[config.mk]
export PLATFORM = sky130hd
export DESIGN_NAME = sorted_key_table_top_flat
export DESIGN_NICKNAME = d
export VERILOG_FILES = /design/src/rtl/core/skt_pkg.sv /design/src/rtl/core/skt_req_if.sv /design/src/rtl/core/skt_rsp_if.sv /design/src/rtl/core/sorted_key_table_top.sv /design/src/flat_wrapper.sv
export SDC_FILE = /design/constraint.sdc
export NUM_CORES = 1
export LEC_CHECK = 0
export BUFFER_PORTS_ARGS = -buffer_cell sky130_fd_sc_hd__clkbuf_2
export CAP_MARGIN = 20
export CORE_MARGIN = 2
export CORE_UTILIZATION = 56
export CTS_CLUSTER_DIAMETER = 100
export DETAILED_ROUTE_END_ITERATION = 10
export PLACE_DENSITY_LB_ADDON = 0.05
export SLEW_MARGIN = 20
export SYNTH_ARGS = -nofsm -noshare
export SYNTH_HDL_FRONTEND = slang
export SYNTH_SLANG_ARGS = --single-unit
[constraint.sdc]
create_clock -name clk -period 7 [get_ports clk]
set_clock_uncertainty 0.05 [all_clocks]
set_input_delay 0 -clock clk [delete_from_list [all_inputs] [get_ports clk]]
set_output_delay 0 -clock clk [all_outputs]
set_load 0.01 [all_outputs]
[src/rtl/core/skt_pkg.sv]
// ----------------------------------------------------------------------------
// skt_pkg
// Types, codes and widths shared by the sorted key table and its channels.
// ----------------------------------------------------------------------------
package skt_pkg;

	localparam int DEPTH_DEF = 16;

	localparam int OP_W     = 2;
	localparam int KEY_W    = 32;
	localparam int TAG_W    = 32;
	localparam int STATUS_W = 2;
	localparam int COUNT_W  = 5;

	localparam logic [OP_W-1:0] OP_INSERT = 2'd0;
	localparam logic [OP_W-1:0] OP_DELETE = 2'd1;
	localparam logic [OP_W-1:0] OP_SHOW   = 2'd2;

	localparam logic [STATUS_W-1:0] ST_OK        = 2'd0;
	localparam logic [STATUS_W-1:0] ST_NOT_FOUND = 2'd1;
	localparam logic [STATUS_W-1:0] ST_FULL      = 2'd2;
	localparam logic [STATUS_W-1:0] ST_EMPTY     = 2'd3;

	typedef struct packed {
		logic signed [KEY_W-1:0] key;
		logic [TAG_W-1:0]        tag;
	} entry_t;

endpackage

[src/rtl/core/skt_req_if.sv]
// ----------------------------------------------------------------------------
// skt_req_if
// Request channel of the sorted key table: operation, key and tag.
// ----------------------------------------------------------------------------
interface skt_req_if;
	import skt_pkg::*;

	logic                    valid;
	logic                    ready;
	logic [OP_W-1:0]         op;
	logic signed [KEY_W-1:0] key_value;
	logic [TAG_W-1:0]        tag_value;

	modport source (output valid, output op, output key_value, output tag_value,
		input ready);
	modport sink (input valid, input op, input key_value, input tag_value,
		output ready);
endinterface

[src/rtl/core/skt_rsp_if.sv]
// ----------------------------------------------------------------------------
// skt_rsp_if
// Result channel of the sorted key table: status, shown entry and count.
// ----------------------------------------------------------------------------
interface skt_rsp_if;
	import skt_pkg::*;

	logic                    valid;
	logic                    ready;
	logic [STATUS_W-1:0]     status;
	logic                    entry_valid;
	logic signed [KEY_W-1:0] entry_key;
	logic [TAG_W-1:0]        entry_tag;
	logic [COUNT_W-1:0]      entry_count;
	logic                    last;

	modport source (output valid, output status, output entry_valid, output entry_key,
		output entry_tag, output entry_count, output last, input ready);
	modport sink (input valid, input status, input entry_valid, input entry_key,
		input entry_tag, input entry_count, input last, output ready);
endinterface

[src/rtl/core/sorted_key_table_top.sv]
// ----------------------------------------------------------------------------
// sorted_key_table_top
// Table of up to DEPTH key and tag entries, kept in ascending key order.
// ----------------------------------------------------------------------------
// The block takes one request at a time on req (insert, delete by key, show)
// and answers on rsp with valid/ready handshakes. Insert and delete give one
// result each; show gives one result per held entry, in key order, and marks
// the final one with last. A show of an empty table gives a single result
// with entry_valid low.
// The entries live in a single synchronous memory with a registered read.
// Insert walks down from the top entry, moving each larger entry up by one
// and then writing the new entry. Delete walks up from the bottom, moving
// the entries after the match down by one. Show streams one entry per cycle
// while rsp is ready. req.ready is high only while no request is in
// progress; a finished result waits in the output register, so a new
// request is taken while the receiver stalls. When rsp stalls during a
// show the walk pauses.
// Reset empties the table at once (the count returns to zero) and drops any
// pending result; the memory itself is not cleared.
// ----------------------------------------------------------------------------
module sorted_key_table_top #(
	parameter int DEPTH = skt_pkg::DEPTH_DEF
) (
	input logic  clk,
	input logic  arst_n,
	skt_req_if.sink   req,
	skt_rsp_if.source rsp
);
	import skt_pkg::*;

	localparam int AW = (DEPTH > 1) ? $clog2(DEPTH) : 1;
	localparam int CW = $clog2(DEPTH + 1);

	localparam logic [2:0] S_IDLE    = 3'd0;
	localparam logic [2:0] S_INS     = 3'd1;
	localparam logic [2:0] S_INS_FIN = 3'd2;
	localparam logic [2:0] S_DEL     = 3'd3;
	localparam logic [2:0] S_SHOW    = 3'd4;
	localparam logic [2:0] S_RES     = 3'd5;

	// Entry memory: one write and one registered read per cycle.
	entry_t mem [DEPTH];
	entry_t rd_data;

	logic [2:0]              state_q;
	logic [CW-1:0]           cnt_q;
	logic signed [KEY_W-1:0] key_q;
	logic [TAG_W-1:0]        tag_q;
	logic [AW-1:0]           rd_idx_q;
	logic                    rd_more_q;
	logic                    pend_s1;
	logic [AW-1:0]           idx_s1;
	logic                    found_q;
	logic [AW-1:0]           wpos_q;
	logic [STATUS_W-1:0]     res_status_q;

	logic                    out_valid_q;
	logic [STATUS_W-1:0]     out_status_q;
	logic                    out_entry_valid_q;
	logic signed [KEY_W-1:0] out_key_q;
	logic [TAG_W-1:0]        out_tag_q;
	logic [COUNT_W-1:0]      out_count_q;
	logic                    out_last_q;

	logic          out_free;
	logic          out_load;
	logic [AW-1:0] cnt_last;
	logic          last_e;
	logic          key_gt;
	logic          key_lt;
	logic          key_eq;
	logic          mem_we;
	logic [AW-1:0] mem_wa;
	entry_t        mem_wd;
	logic          mem_re;
	logic          consume;
	logic          scan_done;
	logic          scan_ok;
	logic          rd_down;
	logic [AW-1:0] rd_end;

	assign out_free = !out_valid_q || rsp.ready;
	assign cnt_last = AW'(cnt_q - 1'b1);
	assign last_e   = (idx_s1 == cnt_last);
	assign key_gt   = $signed(rd_data.key) > $signed(key_q);
	assign key_lt   = $signed(rd_data.key) < $signed(key_q);
	assign key_eq   = (rd_data.key == key_q);
	assign rd_down  = (state_q == S_INS);
	assign rd_end   = rd_down ? '0 : cnt_last;

	// A new result enters the output register in this cycle.
	assign out_load = (state_q == S_SHOW) ? consume : ((state_q == S_RES) && out_free);

	assign req.ready = (state_q == S_IDLE);

	assign rsp.valid       = out_valid_q;
	assign rsp.status      = out_status_q;
	assign rsp.entry_valid = out_entry_valid_q;
	assign rsp.entry_key   = out_key_q;
	assign rsp.entry_tag   = out_tag_q;
	assign rsp.entry_count = out_count_q;
	assign rsp.last        = out_last_q;

	// Decisions of the memory walk for the entry that has just been read.
	always_comb begin
		mem_we    = 1'b0;
		mem_wa    = idx_s1;
		mem_wd    = rd_data;
		mem_re    = 1'b0;
		consume   = 1'b0;
		scan_done = 1'b0;
		scan_ok   = 1'b0;
		case (state_q)
			S_INS: begin
				if (pend_s1) begin
					consume = 1'b1;
					if (key_gt) begin
						// Larger entry moves up to make room.
						mem_we = 1'b1;
						mem_wa = AW'(idx_s1 + 1'b1);
						if (idx_s1 == '0) begin
							scan_done = 1'b1;
						end
					end else begin
						scan_done = 1'b1;
					end
				end
				mem_re = rd_more_q && !scan_done;
			end
			S_INS_FIN: begin
				mem_we = 1'b1;
				mem_wa = wpos_q;
				mem_wd = '{key: key_q, tag: tag_q};
			end
			S_DEL: begin
				if (pend_s1) begin
					consume = 1'b1;
					if (found_q) begin
						// Entries after the match close the gap.
						mem_we = 1'b1;
						mem_wa = AW'(idx_s1 - 1'b1);
						if (last_e) begin
							scan_done = 1'b1;
							scan_ok   = 1'b1;
						end
					end else if (key_lt) begin
						scan_done = last_e;
					end else if (key_eq) begin
						scan_done = last_e;
						scan_ok   = last_e;
					end else begin
						scan_done = 1'b1;
					end
				end
				mem_re = rd_more_q && !scan_done;
			end
			S_SHOW: begin
				consume = pend_s1 && out_free;
				mem_re  = rd_more_q && (!pend_s1 || out_free);
			end
			default: begin
				mem_re = 1'b0;
			end
		endcase
	end

	always_ff @(posedge clk) begin
		if (mem_we) begin
			mem[mem_wa] <= mem_wd;
		end
		if (mem_re) begin
			rd_data <= mem[rd_idx_q];
		end
	end

	// Request payload and walk bookkeeping carry no reset.
	always_ff @(posedge clk) begin
		if (req.valid && req.ready) begin
			key_q <= req.key_value;
			tag_q <= req.tag_value;
		end
		if (state_q == S_INS && scan_done) begin
			wpos_q <= key_gt ? '0 : AW'(idx_s1 + 1'b1);
		end else if (state_q == S_IDLE) begin
			wpos_q <= '0;
		end
		if (mem_re) begin
			idx_s1 <= rd_idx_q;
		end
	end

	always_ff @(posedge clk or negedge arst_n) begin
		if (!arst_n) begin
			state_q           <= S_IDLE;
			cnt_q             <= '0;
			rd_idx_q          <= '0;
			rd_more_q         <= 1'b0;
			pend_s1           <= 1'b0;
			found_q           <= 1'b0;
			res_status_q      <= ST_OK;
			out_valid_q       <= 1'b0;
			out_status_q      <= ST_OK;
			out_entry_valid_q <= 1'b0;
			out_key_q         <= '0;
			out_tag_q         <= '0;
			out_count_q       <= '0;
			out_last_q        <= 1'b0;
		end else begin
			if (out_load) begin
				out_valid_q <= 1'b1;
			end else if (rsp.ready) begin
				out_valid_q <= 1'b0;
			end

			// Read pointer of the walk, shared by all three operations.
			if (mem_re) begin
				pend_s1   <= 1'b1;
				rd_more_q <= (rd_idx_q != rd_end);
				rd_idx_q  <= rd_down ? AW'(rd_idx_q - 1'b1) : AW'(rd_idx_q + 1'b1);
			end else if (consume || state_q == S_IDLE) begin
				pend_s1 <= 1'b0;
			end

			case (state_q)
				S_IDLE: begin
					if (req.valid) begin
						found_q   <= 1'b0;
						rd_more_q <= 1'b1;
						case (req.op)
							OP_INSERT: begin
								if (cnt_q == CW'(DEPTH)) begin
									res_status_q <= ST_FULL;
									state_q      <= S_RES;
								end else if (cnt_q == '0) begin
									state_q <= S_INS_FIN;
								end else begin
									rd_idx_q <= cnt_last;
									state_q  <= S_INS;
								end
							end
							OP_DELETE: begin
								rd_idx_q <= '0;
								if (cnt_q == '0) begin
									res_status_q <= ST_EMPTY;
									state_q      <= S_RES;
								end else begin
									state_q <= S_DEL;
								end
							end
							OP_SHOW: begin
								rd_idx_q <= '0;
								if (cnt_q == '0) begin
									res_status_q <= ST_OK;
									state_q      <= S_RES;
								end else begin
									state_q <= S_SHOW;
								end
							end
							default: begin
								res_status_q <= ST_OK;
								state_q      <= S_RES;
							end
						endcase
					end
				end
				S_INS: begin
					if (scan_done) begin
						state_q <= S_INS_FIN;
					end
				end
				S_INS_FIN: begin
					cnt_q        <= CW'(cnt_q + 1'b1);
					res_status_q <= ST_OK;
					state_q      <= S_RES;
				end
				S_DEL: begin
					if (pend_s1 && !found_q && key_eq) begin
						found_q <= 1'b1;
					end
					if (scan_done) begin
						if (scan_ok) begin
							cnt_q        <= CW'(cnt_q - 1'b1);
							res_status_q <= ST_OK;
						end else begin
							res_status_q <= ST_NOT_FOUND;
						end
						state_q <= S_RES;
					end
				end
				S_SHOW: begin
					if (consume) begin
						out_status_q      <= ST_OK;
						out_entry_valid_q <= 1'b1;
						out_key_q         <= rd_data.key;
						out_tag_q         <= rd_data.tag;
						out_count_q       <= COUNT_W'(cnt_q);
						out_last_q        <= last_e;
						if (last_e) begin
							state_q <= S_IDLE;
						end
					end
				end
				S_RES: begin
					if (out_free) begin
						out_status_q      <= res_status_q;
						out_entry_valid_q <= 1'b0;
						out_key_q         <= '0;
						out_tag_q         <= '0;
						out_count_q       <= COUNT_W'(cnt_q);
						out_last_q        <= 1'b1;
						state_q           <= S_IDLE;
					end
				end
				default: begin
					state_q <= S_IDLE;
				end
			endcase
		end
	end

endmodule

[src/flat_wrapper.sv]
// flat-port wrapper written by rule: the top's interface ports become plain ports
module sorted_key_table_top_flat import skt_pkg::*;
#(
	parameter int DEPTH = skt_pkg::DEPTH_DEF
)
  (clk, arst_n, req_valid, req_op, req_key_value, req_tag_value, req_ready, rsp_valid, rsp_status, rsp_entry_valid, rsp_entry_key, rsp_entry_tag, rsp_entry_count, rsp_last, rsp_ready);
  skt_req_if req_i ();
  skt_rsp_if rsp_i ();
  input logic clk;
  input logic arst_n;
  input wire logic [$bits(req_i.valid)-1:0] req_valid;
  input wire logic [$bits(req_i.op)-1:0] req_op;
  input wire logic [$bits(req_i.key_value)-1:0] req_key_value;
  input wire logic [$bits(req_i.tag_value)-1:0] req_tag_value;
  output wire logic [$bits(req_i.ready)-1:0] req_ready;
  output wire logic [$bits(rsp_i.valid)-1:0] rsp_valid;
  output wire logic [$bits(rsp_i.status)-1:0] rsp_status;
  output wire logic [$bits(rsp_i.entry_valid)-1:0] rsp_entry_valid;
  output wire logic [$bits(rsp_i.entry_key)-1:0] rsp_entry_key;
  output wire logic [$bits(rsp_i.entry_tag)-1:0] rsp_entry_tag;
  output wire logic [$bits(rsp_i.entry_count)-1:0] rsp_entry_count;
  output wire logic [$bits(rsp_i.last)-1:0] rsp_last;
  input wire logic [$bits(rsp_i.ready)-1:0] rsp_ready;
  assign req_i.valid = req_valid;
  assign req_i.op = req_op;
  assign req_i.key_value = req_key_value;
  assign req_i.tag_value = req_tag_value;
  assign req_ready = req_i.ready;
  assign rsp_valid = rsp_i.valid;
  assign rsp_status = rsp_i.status;
  assign rsp_entry_valid = rsp_i.entry_valid;
  assign rsp_entry_key = rsp_i.entry_key;
  assign rsp_entry_tag = rsp_i.entry_tag;
  assign rsp_entry_count = rsp_i.entry_count;
  assign rsp_last = rsp_i.last;
  assign rsp_i.ready = rsp_ready;
  sorted_key_table_top #(.DEPTH(DEPTH)) u_core (.clk(clk), .arst_n(arst_n), .req(req_i), .rsp(rsp_i));
endmodule
# [After elaboration in Yosys (flattened, before gate mapping)]
# Memory sizes are Yosys's and may differ from the RTL's. A register that Yosys moved wholly into a read port is not among the register bits.
# Cells that the tools add are included.
[totals] regBits=163 latchBits=0 mem_bits_rw=1024 mem_bits_ro=0 inputBits=70 output_inout_bits=75 wordCells=178 mem_count=1
[mem_list] name="u_core.mem" words=16 word_bits=64 rd=1 rd_clocked_by_memory_dff=1 write_ports=1 line_no="sorted_key_table_top.sv:42" text="entry_t mem [DEPTH];"
[op_classes] addsub=6 n_mul=0 n_div=0 n_lt_le_gt_ge=2 eq_ne=22 shifts=0 muxes=94 bitwise=0 reduce_logical=35
[op_table] op="$pmux 32 s2" n=2
[op_table] op="$mux 32" n=3
[op_table] op="$mux 64" n=1
[op_table] op="$mux 4" n=14
[op_table] op="$mux 1" n=38
[op_table] op="$eq 32x32->1" n=1
[op_table] op="$gt 32x32->1" n=1
[op_table] op="$lt 32x32->1" n=1
[op_table] op="$mux 3" n=8
[op_table] op="$mux 5" n=4
[op_table] op="$pmux 5 s2" n=2
[op_table] op="$pmux 3 s6" n=1
[op_table] op="$mux 2" n=8
[op_table] op="$ne 2x1->1 const B" n=7
[op_table] op="$pmux 2 s3" n=2
[op_table] op="$pmux 4 s3" n=1
[op_table] op="$reduce_and 6->1" n=2
[op_table] op="$reduce_bool 2->1" n=6
[op_table] op="$pmux 1 s2" n=5
[op_table] op="$logic_and 1x1->1" n=9
[op_table] op="$ne 3x3->1 const B" n=3
[op_table] op="$pmux 3 s3" n=1
[op_table] op="$reduce_and 3->1" n=3
[op_table] op="$add 4x1->4 const B" n=2
[op_table] op="23 further kinds" n=34

# [Depth between registers and ports, before layout]
# Gate-level depths: netlist of the first run.
[depth] ltp_word=16 mapped_depth=11 ltp_nobuf=11

# [Least setup slack after synthesis of the first run]
# OpenSTA, ideal clock, no wires.
[synth_path] path_type="reg2reg" startpoint="register u_core.rd_data[46] (netlist name)" endpoint="memory u_core.mem[12][0] (netlist name), enable pin" setup_ns=0.565 arrival_ns=6.884 required_time_ns=6.385 path_slack_ns=-0.498 stages_incl_launch_ff=11 path_buffers=0 period_less_slack_ns=7.498 cell_sequence="edfxtp_1 ha_1 a21oi_1 nand2_1 a221o_1 o31a_4 o2111ai_1 mux2i_1 o221ai_1 nand2b_1 nor3_1"
[synth_between] elab_chain_cells=6 elab_cells_between_ends=9 classes_between="order compare: 1; mux: 8"
[synth_lines] element="$gt 32x32->1 *" line_no="sorted_key_table_top.sv:85" text="assign key_gt = $signed(rd_data.key) > $signed(key_q);"
[synth_lines] element="$mux 1" line_no="sorted_key_table_top.sv:117" text="if (key_gt) begin"
[synth_lines] element="$mux 1" line_no="sorted_key_table_top.sv:115" text="if (pend_s1) begin"
[synth_lines] element="$pmux 1 s3" line_no="sorted_key_table_top.sv:113" text="case (state_q)"
[synth_lines] element="$mux 1" line_no="sorted_key_table_top.sv:168" text="if (mem_we) begin"
[synth_lines] element="$mux 1 (not written as such)" line_no="sorted_key_table_top.sv:169" text="mem[mem_wa] <= mem_wd;"
[synth_lines] element="to (decl)" line_no="sorted_key_table_top.sv:42"
# Every way passes the cells marked *; elsewhere a longest branch is shown, timed or not.

# [Worst setup path after layout of the first run]
[layout_path] startpoint="register u_core.rd_data[63] (netlist name)" endpoint="memory u_core.mem[7][16] (netlist name), enable pin"
[layout_between] elab_chain_cells=6 elab_cells_between_ends=9 classes_between="order compare: 1; mux: 8"
[layout_lines] element="$gt 32x32->1 *" line_no="sorted_key_table_top.sv:85"
[layout_lines] element="$mux 1" line_no="sorted_key_table_top.sv:117"
[layout_lines] element="$mux 1" line_no="sorted_key_table_top.sv:115"
[layout_lines] element="$pmux 1 s3" line_no="sorted_key_table_top.sv:113"
[layout_lines] element="$mux 1" line_no="sorted_key_table_top.sv:168"
[layout_lines] element="$mux 1 (not written as such)" line_no="sorted_key_table_top.sv:169"
# Marked as above.

==> results of run 1 <==
-- placed cells by master (no fill, tap or decap), drive strengths merged, types with 4 or more instances in the layout --
| cell type | netlist | routed |
|---|---|---|
| edfxtp | 1160 | 1160 |
| clkbuf | 87 | 324 |
| mux4 | 320 | 320 |
| dlygate4sd3 | 0 | 136 |
| dfrtp | 91 | 91 |
| mux2 | 70 | 70 |
| a22o | 65 | 65 |
| inv | 45 | 53 |
| buf | 25 | 50 |
| ha | 40 | 40 |
| nor2 | 40 | 40 |
| nand2 | 38 | 38 |
| clkinv | 1 | 38 |
| o21ai | 30 | 30 |
| a21oi | 23 | 23 |
| nand3 | 17 | 17 |
| nor3 | 16 | 16 |
| xnor2 | 13 | 13 |
| xor2 | 10 | 10 |
| nand4 | 9 | 9 |
| bufinv | 0 | 8 |
| nand2b | 7 | 7 |
| a31oi | 6 | 6 |
| a21o | 5 | 5 |
| clkinvlp | 0 | 5 |
| o211ai | 5 | 5 |
| nor4 | 5 | 5 |
| and3 | 4 | 4 |
-- synthesized netlist by cell type, types with 2 or more instances --
cell type,count,area [µm²]
edfxtp_1,1160,34800
mux4_2,320,7210
dfrtp_1,91,2280
clkbuf_1,87,327
mux2_2,69,777
a22o_1,65,569
inv_1,45,169
ha_1,40,500
nor2_1,40,150
nand2_1,38,143
o21ai_0,27,135
buf_1,25,93.8
a21oi_1,22,110
nand3_1,16,80.1
nor3_1,16,80.1
xnor2_1,13,114
xor2_1,10,87.6
nand2b_1,7,43.8
a31oi_1,6,37.5
nand4_1,6,37.5
a21o_1,5,37.5
and3_1,4,25.0
and2_1,3,18.8
mux2i_1,3,30.0
nor4_1,3,18.8
o211ai_1,3,22.5
o21a_1,3,22.5
o21ai_1,3,15.0
a211oi_1,2,15.0
a221oi_1,2,17.5
a22oi_1,2,15.0
a2bb2oi_1,2,17.5
and4_1,2,17.5
nand4_2,2,25.0
nor2b_1,2,12.5
o2111ai_1,2,17.5
o221ai_1,2,17.5
-- registers in the layout, indices dropped and copies added, names as in the netlist, 3 cells and up --
register and cells:
u_core.cnt_q 5, u_core.idx_s1 4, u_core.key_q 32, u_core.mem 1024, u_core.rd_data 64, u_core.rd_idx_q 4, u_core.rsp.entry_count 5, u_core.rsp.entry_key 32
u_core.rsp.entry_tag 32, u_core.state_q 3, u_core.tag_q 32, u_core.wpos_q 4
-- cell type report --
class / instances / area (µm²) / share of cell area [%]
Inverter: 46 / 173 / 0.306
Clock inverter: 58 / 553 / 0.979
Multi-Input combinational cell: 770 / 10900 / 19.3
Tap cell: 1144 / 1430 / 2.53
Timing Repair Buffer: 329 / 2660 / 4.71
Clock buffer: 181 / 3670 / 6.50
Sequential cell: 1251 / 37100 / 65.7
-- layer usage --
layer / vias up / routed length [µm] / share of wire (%) / GRT usage, %
met5: - / 0 / 0 / 0
met4: 0 / 2640 / 2.4 / 7.59
met3: 190 / 7020 / 6.4 / 3.73
met1: 12600 / 46400 / 42 / 37.2
met2: 921 / 53500 / 49 / 39.8
li1: 9857 / - / - / -
-- final timing paths --
kind                                            end  slack, ns  depth (start not counted)
max                               u_core.mem[7][16]       1.80                         10
min                                u_core.key_q[27]       0.04                          2
max reg2reg                       u_core.mem[7][16]       1.80                         10
min reg2reg                  u_core.rsp.entry_valid       0.43                          1
max in group asynchronous  u_core.rsp.entry_tag[16]       5.87                          5
min in group asynchronous         u_core.state_q[0]       0.29                          4
-- worst register-to-register path, delay by kind of cell, from the launching register on --
kind | cells | cell delay [ns]
and+or+nand+nor | 4 | 2.33
buffers and inverters | 1 | 0.39
adders and majority gates | 1 | 0.40
AOI/OAI and AO/OA | 3 | 1.07
DFF | 1 | 0.41
muxes | 1 | 0.19
-- report_power, final --
group          internal (mW)  switching, mW  total [mW]  leakage, nW
Sequential              11.1          0.865        12.0         11.7
Clock                   3.98           2.80        6.78         2.05
Combinational           3.26           4.59        7.84         5.21
-- kinds of logic after synthesis --
group	Yosys count
xor gates and xnor gates	24
adders and majority gates	41
AOI/OAI and AO/OA	163
and+or+nand+nor	149
buffers and inverters	158
DFF	1251
muxes	393
==> flow_summary.toml, run 1 <==
[worst_setup_path]
path_max_fanout = 42
cp.arrival_ns = 5.51
setup.worst_path.start = "u_core.rd_data[63]"
critPathLaunchType = "flop"
path_buf_inv = 1
r2r_start = "u_core.rd_data[63]"
slowest_stage = "nor2_4"
crit_family = "simple AND/OR/NAND/NOR gates"
critPathRequiredTime_ns = 7.31
worstPathCellList = "ha_1 -> nand4_1 -> nor4_2 -> o31a_4 -> o2111ai_1 -> mux2i_1 -> a211oi_2 -> nand2_1 -> nor2_4 -> buf_12"
cp-end-kind = "flop"
slowest_delay_ns = 0.86
crit_type = "flop to flop"

[synthesis]
ys_ff_latch = 1251
seq_area_frac_synth_pct = 76.6
synth_flop_cell = "edfxtp_1"
synth-async-reset-ratio_pct = 7.27
synthMuxAreaShare_pct = 16.6
yosysUniqueCellTypes = 68
yosysWarnings = 0
synthAdderAreaFrac_pct = 1.07
synth-xor-area-share_pct = 0.462
syn_avg_cell_area_um2 = 22.2
syn-instance-count = 2179
netlist_area_mm2 = 0.0485
synth-compound-area-share_pct = 2.53
synth_edf_count = 1160
syn-num-nets = 2290
synth_top_family_by_area = "multiplexers"
synth_simple_gate_area_share_pct = 1.59

[sta]
tightest_slew_ns = 1.09
setup_tns_ns = 0
setup_ws_ns = 1.80
setup_violations = 0
fmax_ghz = 0.192
relSlewSlack_pct = 27.4
min_period_over_period_pct = 74.3
hold_viol_final = 0
fin_crit_ns = 5.20
grt_setup_unrepaired = "false"
drv_slew = 0
whs_ns = 0.0399

[placement]
dpl.hpwl_um = 56800
dpl_cell_area_mm2 = 0.0508
gp_congestion = 0.838
io_buffers = 144
dp_cells = 3401
preCtsSetupSlack_ns = 1.83

[floorplanning]
die_h_um = 298
start_util_pct = 56.8
num_rows = 107
die_w_um = 298
coreArea_mm2 = 0.0854
boundaryPins = 145
fp.dieArea_mm2 = 0.0889

[clock_network]
cts_setup_buffers = 0
cts_sinks = 1251
cts_made_buffers = 131
cts_resized = 0
cts_max_level = 4
cts_hold_buf = 137
insertion_delay_ns = 0.71
clockBufferDepth = 3
path_clk_slew_ns = 0.06
root_buffer = "clkbuf_16"
cts_tree = "done"

[finish]
syn2layout_area_growth_pct = 16.6
n_antenna_cell = 0
layout.cells.non_filler = 3779
final_core_util_pct = 66.2
drive_above_1_share_pct = 30.4
fin_nets = 2640
fill_cells = 5680
stdcell_area_mm2 = 0.0565

[pwr]
leakage_nw = 19.0
p_per_area_mw_per_mm2 = 471
ir_worst_vdd_mv = 0.385
p_total_mw = 26.6

[grt]
grt_pass1_wl_um = 162000
antenna_found_initial = 3
track_usage_pct = 25.2
grt-ovfl-total = 0
grt_max_degree = 108
grt_pass1_vias = 24200

[routing]
firstDrtPassIters = 6
drt_iter0_drc = 2491
num_vias = 23600
wl_um = 110000
vias_per_cell = 6.24
drc = 0
ant_nets = 0
wl_per_cell_um = 29.0

[worst_hold_path]
hold_class = "input port to flop"
hold_path_startpoint = "req_key_value[27]"

[run_status]
outcome = "completed"

[run]
cap_violations = 0
(Power assumes the default switching activity.)
==> inputs of run 2 (changes only) <==
--- a/config.mk
+++ b/config.mk
@@ -5,10 +5,11 @@
 export SDC_FILE = /design/constraint.sdc
 export NUM_CORES = 1
 export LEC_CHECK = 0
+export ABC_AREA = 1
 export BUFFER_PORTS_ARGS = -buffer_cell sky130_fd_sc_hd__clkbuf_2
 export CAP_MARGIN = 20
 export CORE_MARGIN = 2
-export CORE_UTILIZATION = 56
+export CORE_UTILIZATION = 60
 export CTS_CLUSTER_DIAMETER = 100
 export DETAILED_ROUTE_END_ITERATION = 10
 export PLACE_DENSITY_LB_ADDON = 0.05
==> constraint.sdc (replaced) <==
create_clock -name clk -period 4.8 [get_ports clk]
set_clock_uncertainty 0.05 [all_clocks]
set_input_delay 0 -clock clk [delete_from_list [all_inputs] [get_ports clk]]
set_output_delay 0 -clock clk [all_outputs]
set_load 0.01 [all_outputs]
==> run 2 against run 1 <==
  * Critical path depth rose by 4
  * Register-to-register slack got worse by 1.1 ns
  * First-iteration DRC count rose by 45%
==> flow_summary.toml, run 2 <==
[grt]
grt_pass1_vias = 32200
antenna_found_initial = 1
grt_pass1_wl_um = 189000
grt_max_degree = 189
grt-ovfl-total = 0
track_usage_pct = 29.2

[sta]
drv_slew = 0
grt_setup_unrepaired = "false"
min_period_over_period_pct = 86.3
fmax_ghz = 0.241
hold_viol_final = 0
setup_ws_ns = 0.656
relSlewSlack_pct = 23.6
fin_crit_ns = 4.14
setup_violations = 0
tightest_slew_ns = 1.15
setup_tns_ns = 0

[routing]
num_vias = 32300
vias_per_cell = 6.30
drc = 0
wl_per_cell_um = 24.2
firstDrtPassIters = 8
drt_iter0_drc = 3601
wl_um = 124000
ant_nets = 0

[finish]
register_area_mm2 = 0.0371
final_core_util_pct = 70.2
layout_common_cells = "edfxtp_1 (1,160), o21ai_0 (588), nor2_1 (586)"
final_common_cell = "edfxtp_1"
multi_input_area_mm2 = 0.0112
largest_register = "u_core.mem"
stdcell_area_mm2 = 0.0575
largest_registers = "u_core.mem (1024), u_core.rd_data (64)"
n_antenna_cell = 0
fin_nets = 4054
fill_cells = 5372
drive_above_1_share_pct = 12.3
syn2layout_area_growth_pct = 16.2
largest_reg_flops = 1024
layout.cells.non_filler = 5120

[pwr]
netSwitchingFraction_pct = 35.9
power_frac_comb_pct = 31.4
ir_worst_vdd_mv = 0.454
power_switching_mw = 13.1
p_int_mw = 23.4
power_frac_clock_pct = 27.0
p_seq_share_pct = 41.6
leakage_nw = 19.8
p_per_area_mw_per_mm2 = 635

[floorplanning]
num_rows = 105
fp.dieArea_mm2 = 0.0847
die_h_um = 291
boundaryPins = 145
coreArea_mm2 = 0.0818
die_w_um = 291
start_util_pct = 60.4

[placement]
preCtsSetupSlack_ns = 0.696
io_buffers = 144
gp_congestion = 0.854
dpl.hpwl_um = 64000
dpl_cell_area_mm2 = 0.0518
dp_cells = 4742

[synthesis]
yosysWarnings = 0
synthTopCellsByCount = "edfxtp_1 (1,160), nor2_1 (603), o21ai_0 (594)"
yosysMostFrequentCell = "edfxtp_1"
seq_area_frac_synth_pct = 75.1
syn_avg_cell_area_um2 = 13.4
syn-instance-count = 3684
yosysUniqueCellTypes = 49
syn-num-nets = 3795
synth_top_area_cell = "edfxtp_1"
synth_flop_cell = "edfxtp_1"
synth_area_leaders = "edfxtp_1 (70%), o21ai_0 (6.0%), dfrtp_1 (4.6%)"
synth-async-reset-ratio_pct = 7.27
synth_edf_count = 1160
ys_ff_latch = 1251
synth_top_area_share_pct = 70.5
netlist_area_mm2 = 0.0494

[worst_setup_path]
critPathRequiredTime_ns = 5.13
r2r_start = "u_core.rd_data[39]"
critPathLaunchType = "flop"
crit_type = "flop to flop"
cp-end-kind = "flop"
crit_end = "u_core.mem[0][45]"
r2r_slack_ns = 0.66
cp.arrival_ns = 4.48
ff2ff_path_depth = 14
path_max_fanout = 19
reg2reg_to = "u_core.mem[0][45]"
setup.worst_path.start = "u_core.rd_data[39]"

[clock_network]
cts_made_buffers = 131
path_clk_slew_ns = 0.06
insertion_delay_ns = 0.73
clockBufferDepth = 3
cts_sinks = 1251
cts_max_level = 4
root_buffer = "clkbuf_16"
cts_tree = "done"

[worst_hold_path]
hold_class = "input port to flop"

[run]
cap_violations = 0

[run_status]
outcome = "completed"
## run 2: worst min-delay path by stage
stage	start	endpoint	cells after the start
finish	rsp_ready	u_core.rsp.valid	5
detailed placement	arst_n	u_core.rsp.entry_key[16]	1
floorplan	arst_n	u_core.cnt_q[0]	0
CTS	rsp_ready	u_core.rsp.valid	5
global route	rsp_ready	u_core.rsp.valid	5
global placement	arst_n	u_core.rsp.entry_key[16]	1
## run 2: stage by stage
| step | hold WS (ns) | power [mW] |
|---|---|---|
| after CTS | 0.0940 | 36.5 |
| final | 0.153 | 36.5 |
| after global placement | 0.0679 | 26.1 |
| after global routing | 0.159 | 38.2 |
| after floorplan | -0.346 | 22.3 |
| after detailed placement | 0.0916 | 26.6 |
## run 2: worst max-delay path, stage by stage (launching register included)
cell      delay (ns)
edfxtp_1        0.43
ha_1            0.32
nand2_1         0.08
nor2_1          0.14
nand4_1         0.25
nor2_1          0.58
nand2_2         0.31
nand3_4         0.18
nand2_1         0.06
nand3_1         0.09
nand3b_1        0.15
inv_1           0.10
nand2_1         0.24
nor2_4          0.42
buf_4           0.38
## run 2: cell families after synthesis
logic type,Yosys count,share of synthesized area [%]
DFF,1251,75.1
AOI/OAI and AO/OA,1031,12.7
xor gates and xnor gates,19,0.352
and+or+nand+nor,977,7.98
buffers and inverters,365,2.82
adders and majority gates,41,1.05
## run 2: metal layers
| layer | up-vias | part of all wire (%) | global-route usage, % |
|---|---|---|---|
| met3 | 236 | 6.9 | 4.01 |
| li1 | 14300 | - | - |
| met5 | - | 0.010 | 0 |
| met1 | 16300 | 42 | 40.6 |
| met2 | 1445 | 49 | 48.5 |
| met4 | 2 | 2.4 | 8.99 |
## run 2: final cells by class
type / instances / share of cell area, %
inverters: 119 / 0.804
flip-flops and latches: 1251 / 64.6
clock inverters: 63 / 1.07
clock buffers: 177 / 6.24
repair buffers: 372 / 5.54
multi-input cells: 2068 / 19.4
well taps: 1070 / 2.33
## run 2: repair_timing
action | in CTS | in global routing
setup buffers | 0 | 0
hold buffers | 136 | 0
hold endpoints to repair | 156 | 0
gates resized for setup | 0 | 0
## run 2: power by group through the flow
stage | Clock (mW) | Combinational [mW] | Sequential, mW
after global routing | 10.4 | 12.6 | 15.3
after global placement | 0 | 10.8 | 15.4
after detailed placement | 0 | 11.2 | 15.4
after floorplan | 0 | 7.14 | 15.2
after CTS | 9.96 | 11.3 | 15.2
final | 9.84 | 11.5 | 15.2
